**config.mk**
```make
export PLATFORM = sky130hd
export DESIGN_NAME = median_wma_adc_conditioner_top
export DESIGN_NICKNAME = d
export VERILOG_FILES = /design/src/hw/rtl/mwac_pkg.sv /design/src/hw/rtl/mwac_cell.sv /design/src/hw/rtl/mwac_median.sv /design/src/hw/rtl/mwac_div.sv /design/src/hw/rtl/median_wma_adc_conditioner_top.sv
export SDC_FILE = /design/constraint.sdc
export NUM_CORES = 2
export LEC_CHECK = 0
export ABC_AREA = 1
export BUFFER_PORTS_ARGS = -buffer_cell sky130_fd_sc_hd__buf_4
export CORE_AREA = 2 2 356 182
export CTS_CLUSTER_DIAMETER = 40
export CTS_CLUSTER_SIZE = 16
export DETAILED_ROUTE_END_ITERATION = 7
export DIE_AREA = 0 0 358 184
export PLACE_DENSITY = 0.8
export SLEW_MARGIN = 20
export SYNTH_ARGS = -nofsm -noshare
export SYNTH_HDL_FRONTEND = slang
export SYNTH_HIERARCHICAL = 1
export SYNTH_SLANG_ARGS = --single-unit
```
**constraint.sdc**
```tcl
create_clock -name clk_i -period 10.5 [get_ports clk_i]
set_clock_uncertainty 0.2 [all_clocks]
set_input_delay 0 -clock clk_i [delete_from_list [all_inputs] [get_ports clk_i]]
set_output_delay 0 -clock clk_i [all_outputs]
set_load 0.005 [all_outputs]
```
**src/hw/rtl/mwac_pkg.sv**
```systemverilog
// shared types and constants of the median and weighted average adc conditioner
package mwac_pkg;

  localparam int unsigned RAW_W       = 12;
  localparam int unsigned SMOOTH_W    = 16;
  localparam int unsigned MV_W        = 16;
  localparam int unsigned WEIGHT_W    = 8;
  localparam int unsigned WSUM_W      = 10;
  localparam int unsigned FS_W        = 12;
  localparam int unsigned NUM_WEIGHTS = 4;
  localparam int unsigned ACC_W       = 32;

  localparam int unsigned DIV_NUM_W  = 32;
  localparam int unsigned DIV_DEN_W  = 16;
  localparam int unsigned DIV_Q_W    = 16;
  localparam int unsigned DIV_STEP_W = $clog2(DIV_Q_W);

  localparam int unsigned APB_ADDR_W = 5;
  localparam int unsigned APB_DATA_W = 32;
  localparam int unsigned REG_IDX_W  = 3;

  localparam logic [REG_IDX_W-1:0] REG_WEIGHT_OLDEST = 3'd0;
  localparam logic [REG_IDX_W-1:0] REG_WEIGHT_SECOND = 3'd1;
  localparam logic [REG_IDX_W-1:0] REG_WEIGHT_THIRD  = 3'd2;
  localparam logic [REG_IDX_W-1:0] REG_WEIGHT_NEWEST = 3'd3;
  localparam logic [REG_IDX_W-1:0] REG_FULL_SCALE    = 3'd4;
  localparam logic [REG_IDX_W-1:0] REG_REFERENCE_MV  = 3'd5;
  localparam logic [REG_IDX_W-1:0] REG_MIN_MV        = 3'd6;
  localparam logic [REG_IDX_W-1:0] REG_MAX_MV        = 3'd7;

  typedef struct packed {
    logic lt;
    logic le;
  } cmp_t;

  typedef struct packed {
    logic                 start;
    logic [DIV_NUM_W-1:0] num;
    logic [DIV_DEN_W-1:0] den;
  } div_req_t;

  typedef struct packed {
    logic               done;
    logic [DIV_Q_W-1:0] quot;
  } div_rsp_t;

endpackage

```
**src/hw/rtl/mwac_cell.sv**
```systemverilog
// one cell of the median window row: holds a sample and compares it with the candidate
module mwac_cell import mwac_pkg::*; #(
  parameter int unsigned SW = 12
) (
  input  logic          clk_i,
  input  logic          rst_ni,
  input  logic          en_i,
  input  logic [SW-1:0] d_i,
  input  logic [SW-1:0] cand_i,
  output logic [SW-1:0] q_o,
  output cmp_t          cmp_o
);

  logic [SW-1:0] val_q;

  always_ff @(posedge clk_i or negedge rst_ni) begin
    if (!rst_ni) begin
      val_q <= '0;
    end else if (en_i) begin
      val_q <= d_i;
    end
  end

  assign q_o       = val_q;
  assign cmp_o.lt  = (val_q < cand_i);
  assign cmp_o.le  = (val_q <= cand_i);

endmodule

```
**src/hw/rtl/mwac_median.sv**
```systemverilog
// sliding median stage: a ring of cells rotated past a rank counter
module mwac_median import mwac_pkg::*; #(
  parameter int unsigned TAPS = 5,
  parameter int unsigned SW   = 12
) (
  input  logic          clk_i,
  input  logic          rst_ni,
  input  logic          start_i,
  input  logic [SW-1:0] sample_i,
  output logic          done_o,
  output logic [SW-1:0] median_o
);

  localparam int unsigned CW = $clog2(TAPS + 1);
  localparam int unsigned RW = $clog2(TAPS);
  localparam logic [CW-1:0] MID  = CW'(TAPS / 2);
  localparam logic [RW-1:0] LAST = RW'(TAPS - 1);

  logic [SW-1:0] val    [TAPS];
  logic [SW-1:0] cell_d [TAPS];
  cmp_t          cmp    [TAPS];
  logic          cell_en;

  logic          busy_q, busy_d;
  logic          done_q, done_d;
  logic [RW-1:0] rot_q, rot_d;
  logic [RW-1:0] fill_q, fill_d;
  logic          full_q, full_d;
  logic          use_q, use_d;
  logic [SW-1:0] samp_q, samp_d;
  logic [SW-1:0] found_q, found_d;
  logic [CW-1:0] lt_cnt, le_cnt;

  assign cell_en = start_i | busy_q;

  always_comb begin
    cell_d[0] = start_i ? sample_i : val[TAPS-1];
    for (int i = 1; i < TAPS; i++) begin
      cell_d[i] = val[i-1];
    end
  end

  for (genvar g = 0; g < TAPS; g++) begin : g_cell
    mwac_cell #(.SW(SW)) u_cell (
      .clk_i  (clk_i),
      .rst_ni (rst_ni),
      .en_i   (cell_en),
      .d_i    (cell_d[g]),
      .cand_i (val[0]),
      .q_o    (val[g]),
      .cmp_o  (cmp[g])
    );
  end

  always_comb begin
    lt_cnt = '0;
    le_cnt = '0;
    for (int j = 0; j < TAPS; j++) begin
      lt_cnt = lt_cnt + CW'(cmp[j].lt);
      le_cnt = le_cnt + CW'(cmp[j].le);
    end
  end

  always_comb begin
    busy_d  = busy_q;
    done_d  = 1'b0;
    rot_d   = rot_q;
    fill_d  = fill_q;
    full_d  = full_q;
    use_d   = use_q;
    samp_d  = samp_q;
    found_d = found_q;
    if (start_i) begin
      samp_d = sample_i;
      busy_d = 1'b1;
      rot_d  = '0;
      if (fill_q == LAST) begin
        fill_d = '0;
        full_d = 1'b1;
        use_d  = 1'b1;
      end else begin
        fill_d = fill_q + 1'b1;
        use_d  = full_q;
      end
    end else if (busy_q) begin
      if ((lt_cnt <= MID) && (le_cnt > MID)) begin
        found_d = val[0];
      end
      if (rot_q == LAST) begin
        busy_d = 1'b0;
        done_d = 1'b1;
      end else begin
        rot_d = rot_q + 1'b1;
      end
    end
  end

  always_ff @(posedge clk_i or negedge rst_ni) begin
    if (!rst_ni) begin
      busy_q <= 1'b0;
      done_q <= 1'b0;
      rot_q  <= '0;
      fill_q <= '0;
      full_q <= 1'b0;
      use_q  <= 1'b0;
    end else begin
      busy_q <= busy_d;
      done_q <= done_d;
      rot_q  <= rot_d;
      fill_q <= fill_d;
      full_q <= full_d;
      use_q  <= use_d;
    end
  end

  always_ff @(posedge clk_i) begin
    samp_q  <= samp_d;
    found_q <= found_d;
  end

  assign done_o   = done_q;
  assign median_o = use_q ? found_q : samp_q;

endmodule

```
**src/hw/rtl/mwac_div.sv**
```systemverilog
// shared restoring divider with 16-bit saturated quotient, one bit per cycle
module mwac_div import mwac_pkg::*; (
  input  logic     clk_i,
  input  logic     rst_ni,
  input  div_req_t req_i,
  output div_rsp_t rsp_o
);

  logic                  busy_q, busy_d;
  logic                  done_q, done_d;
  logic [DIV_STEP_W-1:0] step_q, step_d;
  logic [DIV_DEN_W-1:0]  den_q, den_d;
  logic [DIV_DEN_W-1:0]  rem_q, rem_d;
  logic [DIV_Q_W-1:0]    work_q, work_d;
  logic [DIV_DEN_W:0]    trial;
  logic                  ge;

  assign trial = {rem_q, work_q[DIV_Q_W-1]};
  assign ge    = (trial >= {1'b0, den_q});

  always_comb begin
    busy_d = busy_q;
    done_d = 1'b0;
    step_d = step_q;
    den_d  = den_q;
    rem_d  = rem_q;
    work_d = work_q;
    if (req_i.start) begin
      den_d = req_i.den;
      priority if (req_i.den == '0) begin
        work_d = '0;
        done_d = 1'b1;
      end else if (req_i.num[DIV_NUM_W-1:DIV_Q_W] >= req_i.den) begin
        work_d = '1;
        done_d = 1'b1;
      end else begin
        rem_d  = req_i.num[DIV_NUM_W-1:DIV_Q_W];
        work_d = req_i.num[DIV_Q_W-1:0];
        busy_d = 1'b1;
        step_d = '0;
      end
    end else if (busy_q) begin
      rem_d  = ge ? DIV_DEN_W'(trial - {1'b0, den_q}) : trial[DIV_DEN_W-1:0];
      work_d = {work_q[DIV_Q_W-2:0], ge};
      if (step_q == DIV_STEP_W'(DIV_Q_W - 1)) begin
        busy_d = 1'b0;
        done_d = 1'b1;
      end else begin
        step_d = step_q + 1'b1;
      end
    end
  end

  always_ff @(posedge clk_i or negedge rst_ni) begin
    if (!rst_ni) begin
      busy_q <= 1'b0;
      done_q <= 1'b0;
      step_q <= '0;
    end else begin
      busy_q <= busy_d;
      done_q <= done_d;
      step_q <= step_d;
    end
  end

  always_ff @(posedge clk_i) begin
    den_q  <= den_d;
    rem_q  <= rem_d;
    work_q <= work_d;
  end

  assign rsp_o.done = done_q;
  assign rsp_o.quot = work_q;

endmodule

```
**src/hw/rtl/median_wma_adc_conditioner_top.sv**
```systemverilog
// top level: median stage, weighted moving average, millivolt scaling and clamp
//
// Takes one converter sample per word and returns one word with the sample, the
// sliding median (the sample itself until the median window has filled once), the
// weighted moving average with four fraction bits (plain mean until the average
// window has filled once) and the clamped voltage in millivolts. One word is in
// work at a time and passes through these steps in order: the median ring is rotated
// past the rank counter, each average tap is weighted and accumulated in turn, and
// then two passes of up to 16 steps run on the shared bit-serial divider. A
// finished word waits in the output register while the next sample is taken. The
// eight configuration registers sit at byte addresses 0x00 to 0x1c and are to be
// written by the user only while the block is idle; the block does not enforce it.
module median_wma_adc_conditioner_top import mwac_pkg::*; #(
  parameter int unsigned MEDIAN_TAPS  = 5,
  parameter int unsigned AVERAGE_TAPS = 4,
  parameter int unsigned SAMPLE_BITS  = 12
) (
  input  logic                  clk_i,
  input  logic                  rst_ni,
  input  logic                  psel,
  input  logic                  penable,
  input  logic                  pwrite,
  input  logic [APB_ADDR_W-1:0] paddr,
  input  logic [APB_DATA_W-1:0] pwdata,
  output logic [APB_DATA_W-1:0] prdata,
  output logic                  pready,
  input  logic                  in_valid_i,
  output logic                  in_stall_o,
  input  logic [RAW_W-1:0]      raw_sample_i,
  output logic                  out_valid_o,
  input  logic                  out_stall_i,
  output logic [RAW_W-1:0]      raw_echo_o,
  output logic [RAW_W-1:0]      median_value_o,
  output logic [SMOOTH_W-1:0]   smoothed_value_o,
  output logic [MV_W-1:0]       voltage_mv_o
);

  localparam int unsigned SW = SAMPLE_BITS;
  localparam int unsigned EW = SAMPLE_BITS + 4;
  localparam int unsigned KW = (AVERAGE_TAPS > 1) ? $clog2(AVERAGE_TAPS) : 1;
  localparam logic [KW-1:0] K_LAST = KW'(AVERAGE_TAPS - 1);

  localparam logic [2:0] S_IDLE = 3'd0;
  localparam logic [2:0] S_MED  = 3'd1;
  localparam logic [2:0] S_AVG  = 3'd2;
  localparam logic [2:0] S_DIV1 = 3'd3;
  localparam logic [2:0] S_VMUL = 3'd4;
  localparam logic [2:0] S_DIV2 = 3'd5;
  localparam logic [2:0] S_DONE = 3'd6;

  // configuration
  logic [WEIGHT_W-1:0] weight_q [NUM_WEIGHTS];
  logic [FS_W-1:0]     fs_q;
  logic [MV_W-1:0]     ref_q;
  logic [MV_W-1:0]     min_q;
  logic [MV_W-1:0]     max_q;
  logic                cfg_wr;

  assign pready = 1'b1;
  assign cfg_wr = psel & penable & pwrite;

  always_ff @(posedge clk_i or negedge rst_ni) begin
    if (!rst_ni) begin
      weight_q[0] <= 8'd1;
      weight_q[1] <= 8'd2;
      weight_q[2] <= 8'd3;
      weight_q[3] <= 8'd4;
      fs_q        <= 12'd4095;
      ref_q       <= 16'd3300;
      min_q       <= 16'd0;
      max_q       <= 16'd3300;
    end else if (cfg_wr) begin
      unique case (paddr[APB_ADDR_W-1:2])
        REG_WEIGHT_OLDEST: weight_q[0] <= pwdata[WEIGHT_W-1:0];
        REG_WEIGHT_SECOND: weight_q[1] <= pwdata[WEIGHT_W-1:0];
        REG_WEIGHT_THIRD:  weight_q[2] <= pwdata[WEIGHT_W-1:0];
        REG_WEIGHT_NEWEST: weight_q[3] <= pwdata[WEIGHT_W-1:0];
        REG_FULL_SCALE:    fs_q        <= pwdata[FS_W-1:0];
        REG_REFERENCE_MV:  ref_q       <= pwdata[MV_W-1:0];
        REG_MIN_MV:        min_q       <= pwdata[MV_W-1:0];
        REG_MAX_MV:        max_q       <= pwdata[MV_W-1:0];
      endcase
    end
  end

  always_comb begin
    unique case (paddr[APB_ADDR_W-1:2])
      REG_WEIGHT_OLDEST: prdata = APB_DATA_W'(weight_q[0]);
      REG_WEIGHT_SECOND: prdata = APB_DATA_W'(weight_q[1]);
      REG_WEIGHT_THIRD:  prdata = APB_DATA_W'(weight_q[2]);
      REG_WEIGHT_NEWEST: prdata = APB_DATA_W'(weight_q[3]);
      REG_FULL_SCALE:    prdata = APB_DATA_W'(fs_q);
      REG_REFERENCE_MV:  prdata = APB_DATA_W'(ref_q);
      REG_MIN_MV:        prdata = APB_DATA_W'(min_q);
      REG_MAX_MV:        prdata = APB_DATA_W'(max_q);
    endcase
  end

  // datapath and sequencer
  logic [2:0]          state_q, state_d;
  logic [SW-1:0]       sample;
  logic [SW-1:0]       samp_q, samp_d;
  logic [SW-1:0]       med_val_q, med_val_d;
  logic [EW-1:0]       aw_q [AVERAGE_TAPS];
  logic [EW-1:0]       aw_d [AVERAGE_TAPS];
  logic [KW-1:0]       acnt_q, acnt_d;
  logic                afull_q, afull_d;
  logic [KW-1:0]       k_q, k_d;
  logic [ACC_W-1:0]    acc_q, acc_d;
  logic [WSUM_W-1:0]   wsum_q, wsum_d;
  logic [SMOOTH_W-1:0] smooth_q, smooth_d;
  logic [ACC_W-1:0]    vprod_q, vprod_d;
  logic [MV_W-1:0]     mv_q, mv_d;
  logic                div_go_q, div_go_d;
  logic                out_valid_q, out_valid_d;
  logic [RAW_W-1:0]    out_raw_q, out_raw_d;
  logic [RAW_W-1:0]    out_med_q, out_med_d;
  logic [SMOOTH_W-1:0] out_smooth_q, out_smooth_d;
  logic [MV_W-1:0]     out_mv_q, out_mv_d;

  logic                accept;
  logic                med_done;
  logic [SW-1:0]       med_out;
  logic [WEIGHT_W-1:0] weff;
  logic [1:0]          widx;
  logic [EW+WEIGHT_W-1:0] term;
  logic [FS_W-1:0]     fs_eff;
  logic [MV_W-1:0]     mv_raw;
  div_req_t            div_req;
  div_rsp_t            div_rsp;

  assign sample     = SW'(raw_sample_i);
  assign in_stall_o = (state_q != S_IDLE);
  assign accept     = in_valid_i & ~in_stall_o;
  assign fs_eff     = (fs_q == '0) ? FS_W'(1) : fs_q;
  assign widx       = 2'(NUM_WEIGHTS - 1) - 2'(k_q);

  mwac_median #(.TAPS(MEDIAN_TAPS), .SW(SW)) u_median (
    .clk_i    (clk_i),
    .rst_ni   (rst_ni),
    .start_i  (accept),
    .sample_i (sample),
    .done_o   (med_done),
    .median_o (med_out)
  );

  always_comb begin
    div_req.start = div_go_q;
    if (state_q == S_DIV1) begin
      div_req.num = acc_q;
      div_req.den = afull_q ? DIV_DEN_W'(wsum_q) : DIV_DEN_W'(acnt_q);
    end else begin
      div_req.num = vprod_q;
      div_req.den = {fs_eff, 4'b0000};
    end
  end

  mwac_div u_div (
    .clk_i  (clk_i),
    .rst_ni (rst_ni),
    .req_i  (div_req),
    .rsp_o  (div_rsp)
  );

  always_comb begin
    if (afull_q) begin
      weff = weight_q[widx];
    end else begin
      weff = (k_q < acnt_q) ? WEIGHT_W'(1) : '0;
    end
    term = (EW + WEIGHT_W)'(aw_q[k_q]) * (EW + WEIGHT_W)'(weff);
  end

  always_comb begin
    mv_raw = div_rsp.quot;
    priority if (mv_raw < min_q) begin
      mv_raw = min_q;
    end else if (mv_raw > max_q) begin
      mv_raw = max_q;
    end
  end

  always_comb begin
    state_d      = state_q;
    samp_d       = samp_q;
    med_val_d    = med_val_q;
    aw_d         = aw_q;
    acnt_d       = acnt_q;
    afull_d      = afull_q;
    k_d          = k_q;
    acc_d        = acc_q;
    wsum_d       = wsum_q;
    smooth_d     = smooth_q;
    vprod_d      = vprod_q;
    mv_d         = mv_q;
    div_go_d     = 1'b0;
    out_valid_d  = out_valid_q & out_stall_i;
    out_raw_d    = out_raw_q;
    out_med_d    = out_med_q;
    out_smooth_d = out_smooth_q;
    out_mv_d     = out_mv_q;

    unique case (state_q)
      S_IDLE: begin
        if (accept) begin
          samp_d  = sample;
          state_d = S_MED;
        end
      end
      S_MED: begin
        if (med_done) begin
          med_val_d = med_out;
          aw_d[0]   = {med_out, 4'b0000};
          for (int i = 1; i < AVERAGE_TAPS; i++) begin
            aw_d[i] = aw_q[i-1];
          end
          if (acnt_q == K_LAST) begin
            acnt_d  = '0;
            afull_d = 1'b1;
          end else begin
            acnt_d = acnt_q + 1'b1;
          end
          k_d     = '0;
          acc_d   = '0;
          wsum_d  = '0;
          state_d = S_AVG;
        end
      end
      S_AVG: begin
        acc_d  = acc_q + ACC_W'(term);
        wsum_d = wsum_q + WSUM_W'(weff);
        if (k_q == K_LAST) begin
          div_go_d = 1'b1;
          state_d  = S_DIV1;
        end else begin
          k_d = k_q + 1'b1;
        end
      end
      S_DIV1: begin
        if (div_rsp.done) begin
          smooth_d = div_rsp.quot;
          state_d  = S_VMUL;
        end
      end
      S_VMUL: begin
        vprod_d  = ACC_W'(smooth_q) * ACC_W'(ref_q);
        div_go_d = 1'b1;
        state_d  = S_DIV2;
      end
      S_DIV2: begin
        if (div_rsp.done) begin
          mv_d    = mv_raw;
          state_d = S_DONE;
        end
      end
      S_DONE: begin
        if (!out_valid_q || !out_stall_i) begin
          out_valid_d  = 1'b1;
          out_raw_d    = RAW_W'(samp_q);
          out_med_d    = RAW_W'(med_val_q);
          out_smooth_d = smooth_q;
          out_mv_d     = mv_q;
          state_d      = S_IDLE;
        end
      end
      default: begin
        state_d = S_IDLE;
      end
    endcase
  end

  always_ff @(posedge clk_i or negedge rst_ni) begin
    if (!rst_ni) begin
      state_q     <= S_IDLE;
      acnt_q      <= '0;
      afull_q     <= 1'b0;
      k_q         <= '0;
      div_go_q    <= 1'b0;
      out_valid_q <= 1'b0;
    end else begin
      state_q     <= state_d;
      acnt_q      <= acnt_d;
      afull_q     <= afull_d;
      k_q         <= k_d;
      div_go_q    <= div_go_d;
      out_valid_q <= out_valid_d;
    end
  end

  always_ff @(posedge clk_i) begin
    samp_q       <= samp_d;
    med_val_q    <= med_val_d;
    aw_q         <= aw_d;
    acc_q        <= acc_d;
    wsum_q       <= wsum_d;
    smooth_q     <= smooth_d;
    vprod_q      <= vprod_d;
    mv_q         <= mv_d;
    out_raw_q    <= out_raw_d;
    out_med_q    <= out_med_d;
    out_smooth_q <= out_smooth_d;
    out_mv_q     <= out_mv_d;
  end

  assign out_valid_o      = out_valid_q;
  assign raw_echo_o       = out_raw_q;
  assign median_value_o   = out_med_q;
  assign smoothed_value_o = out_smooth_q;
  assign voltage_mv_o     = out_mv_q;

endmodule
```
# [Word-level counts from Yosys, hierarchy flattened]
# Cells that the tools add are included.
[totals] rom_bits=0 ff_bits=471 memories=0 mem_bits_rw=0 latch_bits=0 elab_cells=226
[op_classes] bitwise=9 multipliers=2 eq_ne=29 shift=0 n_reduce_logical=35 addsub=17 mux=69 n_lt_le_gt_ge=19 div=0
[ops] op="one-hot mux 32 bit (8 select lines)" count=1
[ops] op="2-to-1 mux 16 bit" count=13
[ops] op="one-hot mux 32 bit (2 select lines)" count=1
[ops] op="less-or-equal comparator 12 bit" count=5
[ops] op="< comparator 12 bit" count=5
[ops] op="2-to-1 mux 48 bit" count=1
[ops] op="2-to-1 mux 12 bit" count=3
[ops] op="AND reduction 2 bit" count=17
[ops] op="adder 32 x 24 -> 32 bit" count=1
[ops] op="binary-select mux 16 bit (select 2 bit)" count=1
[ops] op="multiplier 16 x 16 -> 32 bit" count=1
[ops] op="2-to-1 mux 32 bit" count=1
[ops] op="2-to-1 mux 3 bit" count=10
[ops] op="equality test 3 bit, second input constant" count=9
[ops] op="multiplier 16 x 8 -> 24 bit" count=1
[ops] op="2-to-1 mux 8 bit" count=3
[ops] op="one-hot mux 3 bit (7 select lines)" count=1
[ops] op="2-to-1 mux 1 bit" count=20
[ops] op="2-to-1 mux 10 bit" count=2
[ops] op="2-to-1 mux 4 bit" count=5
[ops] op="one-hot mux 10 bit (2 select lines)" count=1
[ops] op="adder 3 x 1 -> 3 bit" count=6
[ops] op="greater-or-equal comparator 17 x 16 -> 1 bit" count=1
[ops] op="binary-select mux 8 bit (select 2 bit)" count=1
[ops] op="other kinds (38)" count=70

# [Depth between registers and ports, before layout]
[logic_depth] word_depth=9 depth_mapped=30 depth_no_buf=29

# [Modules after synthesis]
# The synthesis kept the hierarchy.
[by_module_without_submodules] module="median_wma_adc_conditioner_top" cells_each=3202 n_inst=1 seq_area_each_um2=9135.0 area_each_um2=27589.0
[by_module_without_submodules] module="mwac_cell" cells_each=85 n_inst=5 seq_area_each_um2=300.3 area_each_um2=819.5
[by_module_without_submodules] module="mwac_div" cells_each=515 n_inst=1 seq_area_each_um2=1591.5 area_each_um2=3942.5
[by_module_without_submodules] module="mwac_median" cells_each=174 n_inst=1 seq_area_each_um2=945.9 area_each_um2=1664.1

# [Least setup slack after synthesis]
# OpenSTA, ideal clock, no wires.
[synth_path] path_kind="reg2reg" start="register ref_q[7]" end="register vprod_q[27], data pin" required_ns=10.047 setup_time_ns=0.253 path_stages_with_launch=23 period_less_slack_ns=5.908 arrival_ns=5.456 slack_ns=4.592 cell_sequence="dfstp_2 > clkbuf_1 > clkbuf_1 > nand2_1 > fa_1 > inv_1 > fa_1 > inv_1 > fa_1 > inv_1 > fa_1 > fa_1 > inv_1 > fa_1 > inv_1 > ha_1 > a21oi_1 > a21boi_0 > nor2_1 > o21ai_0 > nand3_1 > nand2_1 > nand2_1"
[synth_between] elab_chain_len=1
[synth_rtl] item="start: declaration" line="median_wma_adc_conditioner_top.sv:54" source="logic [MV_W-1:0] ref_q;"
[synth_rtl] item="start signal: assignment" line="median_wma_adc_conditioner_top.sv:79" source="REG_REFERENCE_MV: ref_q <= pwdata[MV_W-1:0];"
[synth_rtl] item="multiplier 16 x 16 -> 32 bit" line="median_wma_adc_conditioner_top.sv:246" source="vprod_d = ACC_W'(smooth_q) * ACC_W'(ref_q);"
[synth_rtl] item="end signal: assignment" line="median_wma_adc_conditioner_top.sv:297" source="vprod_q <= vprod_d;"
[synth_rtl] item="end: declaration" line="median_wma_adc_conditioner_top.sv:112" source="logic [ACC_W-1:0] vprod_q, vprod_d;"
# Every way passes these cells.
# A chain may end at the register's enable or synchronous reset.

# [Final worst setup path]
[layout_path] start="register k_q[1]" end="register acc_q[21], data pin"
[layout_between] elab_chain_len=9 word_cells_on_any_way=15 classes_between="2 x add/sub; 1 x mul; 1 x order compare; 9 x mux; 2 x bitwise"
[layout_rtl] item="start: declaration" line="median_wma_adc_conditioner_top.sv:108" source="logic [KW-1:0] k_q, k_d;"
[layout_rtl] item="start signal: assignment" line="median_wma_adc_conditioner_top.sv:284" source="k_q <= k_d;"
[layout_rtl] item="subtractor 2 bit" line="median_wma_adc_conditioner_top.sv:136" source="assign widx = 2'(NUM_WEIGHTS - 1) - 2'(k_q);"
[layout_rtl] item="NOT 2 -> 3 bit (implied by the code)" line="median_wma_adc_conditioner_top.sv:167" source="weff = weight_q[widx];"
[layout_rtl] item="binary-select mux 8 bit (select 2 bit)" line="median_wma_adc_conditioner_top.sv:167"
[layout_rtl] item="2-to-1 mux 8 bit (implied by the code) (2 in a row)" line="median_wma_adc_conditioner_top.sv:167"
[layout_rtl] item="2-to-1 mux 8 bit" line="median_wma_adc_conditioner_top.sv:166" source="if (afull_q) begin"
[layout_rtl] item="multiplier 16 x 8 -> 24 bit (*)" line="median_wma_adc_conditioner_top.sv:171" source="term = (EW + WEIGHT_W)'(aw_q[k_q]) * (EW + WEIGHT_W)'(weff);"
[layout_rtl] item="adder 32 x 24 -> 32 bit (*)" line="median_wma_adc_conditioner_top.sv:230" source="acc_d = acc_q + ACC_W'(term);"
[layout_rtl] item="one-hot mux 32 bit (2 select lines) (*)" line="median_wma_adc_conditioner_top.sv:203" source="unique case (state_q)"
[layout_rtl] item="end signal: assignment" line="median_wma_adc_conditioner_top.sv:294" source="acc_q <= acc_d;"
[layout_rtl] item="end: declaration" line="median_wma_adc_conditioner_top.sv:109" source="logic [ACC_W-1:0] acc_q, acc_d;"
# Every way passes the cells marked *; elsewhere a longest branch is shown, timed or not. The select of a mux whose other input is x is not followed.

==> impl_metrics.ini <==
[global_routing]
antenna_found_initial = 1
overflow = 0
grt_pass1_wl_mm = 166
grtUsageTotal_pct = 33.1
grt_max_degree = 78
grt_pass1_vias = 29000

[clocking]
numCtsBuffers = 46
cts_tree = done
clock_path_buffers = 3
h-tree-depth = 2
clk_pin_slew_ns = 0.07
clk_latency_ns = 0.62
cts_resized = 0
cts-root-buf = clkbuf_16
cts.sinks = 467

[cells_and_area]
final-seq-area_mm2 = 0.0132
area_growth_pct = 9.18
multiInputGateArea_mm2 = 0.0200
drive_above_1_share_pct = 9.27
final_common_cell = nand2_1
final_cell_mix = 1082 x nand2_1, 890 x inv_1, 292 x ha_1
fin_nets = 5034
nFillCells = 4933

[timing]
post-route-period-util_pct = 73.3
setup_viol = 0
hold_viol_final = 0
slew_headroom_pct = 27.4
tns_ns = 0
tightest_slew_ns = 1.08
rsz0062_at_grt = no
period_minus_slack_ns = 7.70
max_freq_mhz = 130
maxSlewViolCount = 0

[setup_path]
slowest_stage = o21ai_0
critical_path.max_stage_delay_ns = 0.86
crit_type = reg2reg
cp_cell_sequence = inv_2 -> o21ai_0 -> o21ai_0 -> nand2_1 -> inv_1 -> nand2_1 -> fa_1 -> inv_1 -> fa_1 -> fa_1 -> inv_1 -> fa_1 -> inv_1 -> ha_1 -> a21oi_1 -> a21oi_1 -> o21ai_0 -> nor3b_1
crit_path_start_kind = flop
cp.required_ns = 10.62
endpoint_kind = flop
cp.arrival_ns = 7.82
cp_max_fo = 36

[flow_run]
cap_violations = 0

[synth]
synth_edf_count = 290
synth_warnings = 6
ys_seq_elements = 467
yosys_most_used_dff = edfxtp_1
synth_cell_types = 58
syn-instance-count = 4316
seq_area_frac_synth_pct = 35.3
avgSynthCellArea_um2 = 8.64
syn-cell-area_mm2 = 0.0373
synthArstFlopShare_pct = 37.9

[die]
core_region_area_mm2 = 0.0625
placementRows = 65
die-area_mm2 = 0.0659
fp.dieH_um = 184
die_w_um = 358
initial_core_util_pct = 59.7
io_pins = 147

[worst_hold_path]
worstHoldPathType = in2reg

[routing]
num_vias = 30100
firstDrtPassIters = 7
ant_nets = 0
routedWlPerCell_um = 20.4
routed_wl_mm = 108
drc = 0
dr.first_iter.drc_count = 4030
viasPerCell = 5.70

[placement]
dpl.hpwl_mm = 80.7
place_congestion = 1.01
io_buffers = 111

[run_status]
outcome = finished, final reports clean
## cells by family (layout without fill, tap and decap cells)
kind of cell | count (synthesis) | count (layout) | synth area share [%]
flip-flops | 467 | 467 | 35.3
buffers and inverters | 1070 | 1185 | 11.4
AND/OR/NAND/NOR | 1661 | 1661 | 18.5
XOR/XNOR | 28 | 28 | 0.658
other | 2 | 18 | 0.0201
AO/OA/AOI/OAI | 463 | 463 | 7.33
adder cells (fa/ha/maj) | 570 | 570 | 24.7
multiplexers | 55 | 55 | 2.06
## path summary, 6_finish.rpt
path | slack, ns | to | depth (start not counted) | start
max in group asynchronous | 8.85 | u_median/full_q$_DFFE_PN0P_ | 4 | rst_ni
min | 0.007 | min_q[13]$_DFFE_PN0P_ | 4 | pwdata[13]
max | 2.80 | acc_q[21]$_SDFFCE_PN0P_ | 18 | k_q[1]$_DFFE_PN0P_
max reg2reg | 2.80 | acc_q[21]$_SDFFCE_PN0P_ | 18 | k_q[1]$_DFFE_PN0P_
min reg2reg | 0.22 | raw_echo_o[3]$_DFFE_PP_ | 0 | samp_q[3]$_DFFE_PP_
min in group asynchronous | 0.43 | weight_q[2]$_DFFE_PN1P_ | 3 | rst_ni
## synthesized netlist by cell type (23+ instances only)
master | number | share of area [%]
nor2_1 | 276 | 2.8
dfrtp_1 | 148 | 9.9
nor3_1 | 26 | 0.35
nand2_1 | 1082 | 11
buf_2 | 36 | 0.48
inv_1 | 892 | 9.0
nand4_1 | 31 | 0.52
edfxtp_1 | 290 | 23
fa_1 | 278 | 15
a21oi_1 | 156 | 2.1
clkbuf_1 | 80 | 0.81
o22ai_1 | 23 | 0.39
buf_4 | 27 | 0.54
dfstp_2 | 29 | 2.0
nand3_1 | 137 | 1.8
mux2_4 | 40 | 1.6
ha_1 | 292 | 9.8
o21ai_0 | 193 | 2.6
or2_2 | 30 | 0.50
## stage by stage
| stage | cell area, µm² | util [%] | worst slack (ns) | cells | hold WS, ns |
|---|---|---|---|---|---|
| after global routing | 40700 | 65.2 | 2.42 | 5284 | 0.00814 |
| after CTS | 40700 | 65.2 | 3.25 | 5283 | 0.000547 |
| after global placement | 38600 | 61.7 | 3.45 | 5139 | -0.0311 |
| after detailed placement | 38600 | 61.7 | 3.30 | 5139 | -0.0310 |
| final | 40700 | 65.2 | 2.80 | 5284 | 0.00663 |
| after floorplan | 37300 | - | 4.59 | 4331 | -0.496 |
## metal layers
metal,GRT usage [%],vias to the layer above,routed length (µm)
met5,1.41,-,125
met4,6.51,2,1950
met3,16.2,174,18400
met2,42.0,1936,39900
met1,50.2,14400,47400
li1,-,13600,-
## area by class of cell
cell class / instances / share of cell area, %
Multi-Input combinational cell: 2794 / 49.0
Inverter: 912 / 8.42
Clock inverter: 26 / 0.747
Clock buffer: 60 / 3.03
Timing Repair Buffer: 187 / 3.87
Tap cell: 837 / 2.57
Sequential cell: 467 / 32.4
Antenna cell: 1 / 0.00615
## flip-flops by register name, indices dropped and copies added (netlist names), 28 cells and up
name,count
acc_q,28
u_median/g_cell.u_cell/q_o,60
vprod_q,32
aw_q,36
weight_q,32
## critical path: cells and delay by family (launching register included)
family          cells  cell delay [ns]
buf+inv             5             1.38
compound gates      5             1.96
simple gates        3             0.94
fa+ha+maj           5             2.40
flops               1             0.50
## timing repair
action,4_1_cts,5_1_grt
hold buffers,58,0
setup buffers,0,0
endpoints found under the hold margin,262,0
Power is left out: the tool's default activity adds up to more than one toggle a clock period on the data nets, which glitch-free logic cannot reach.
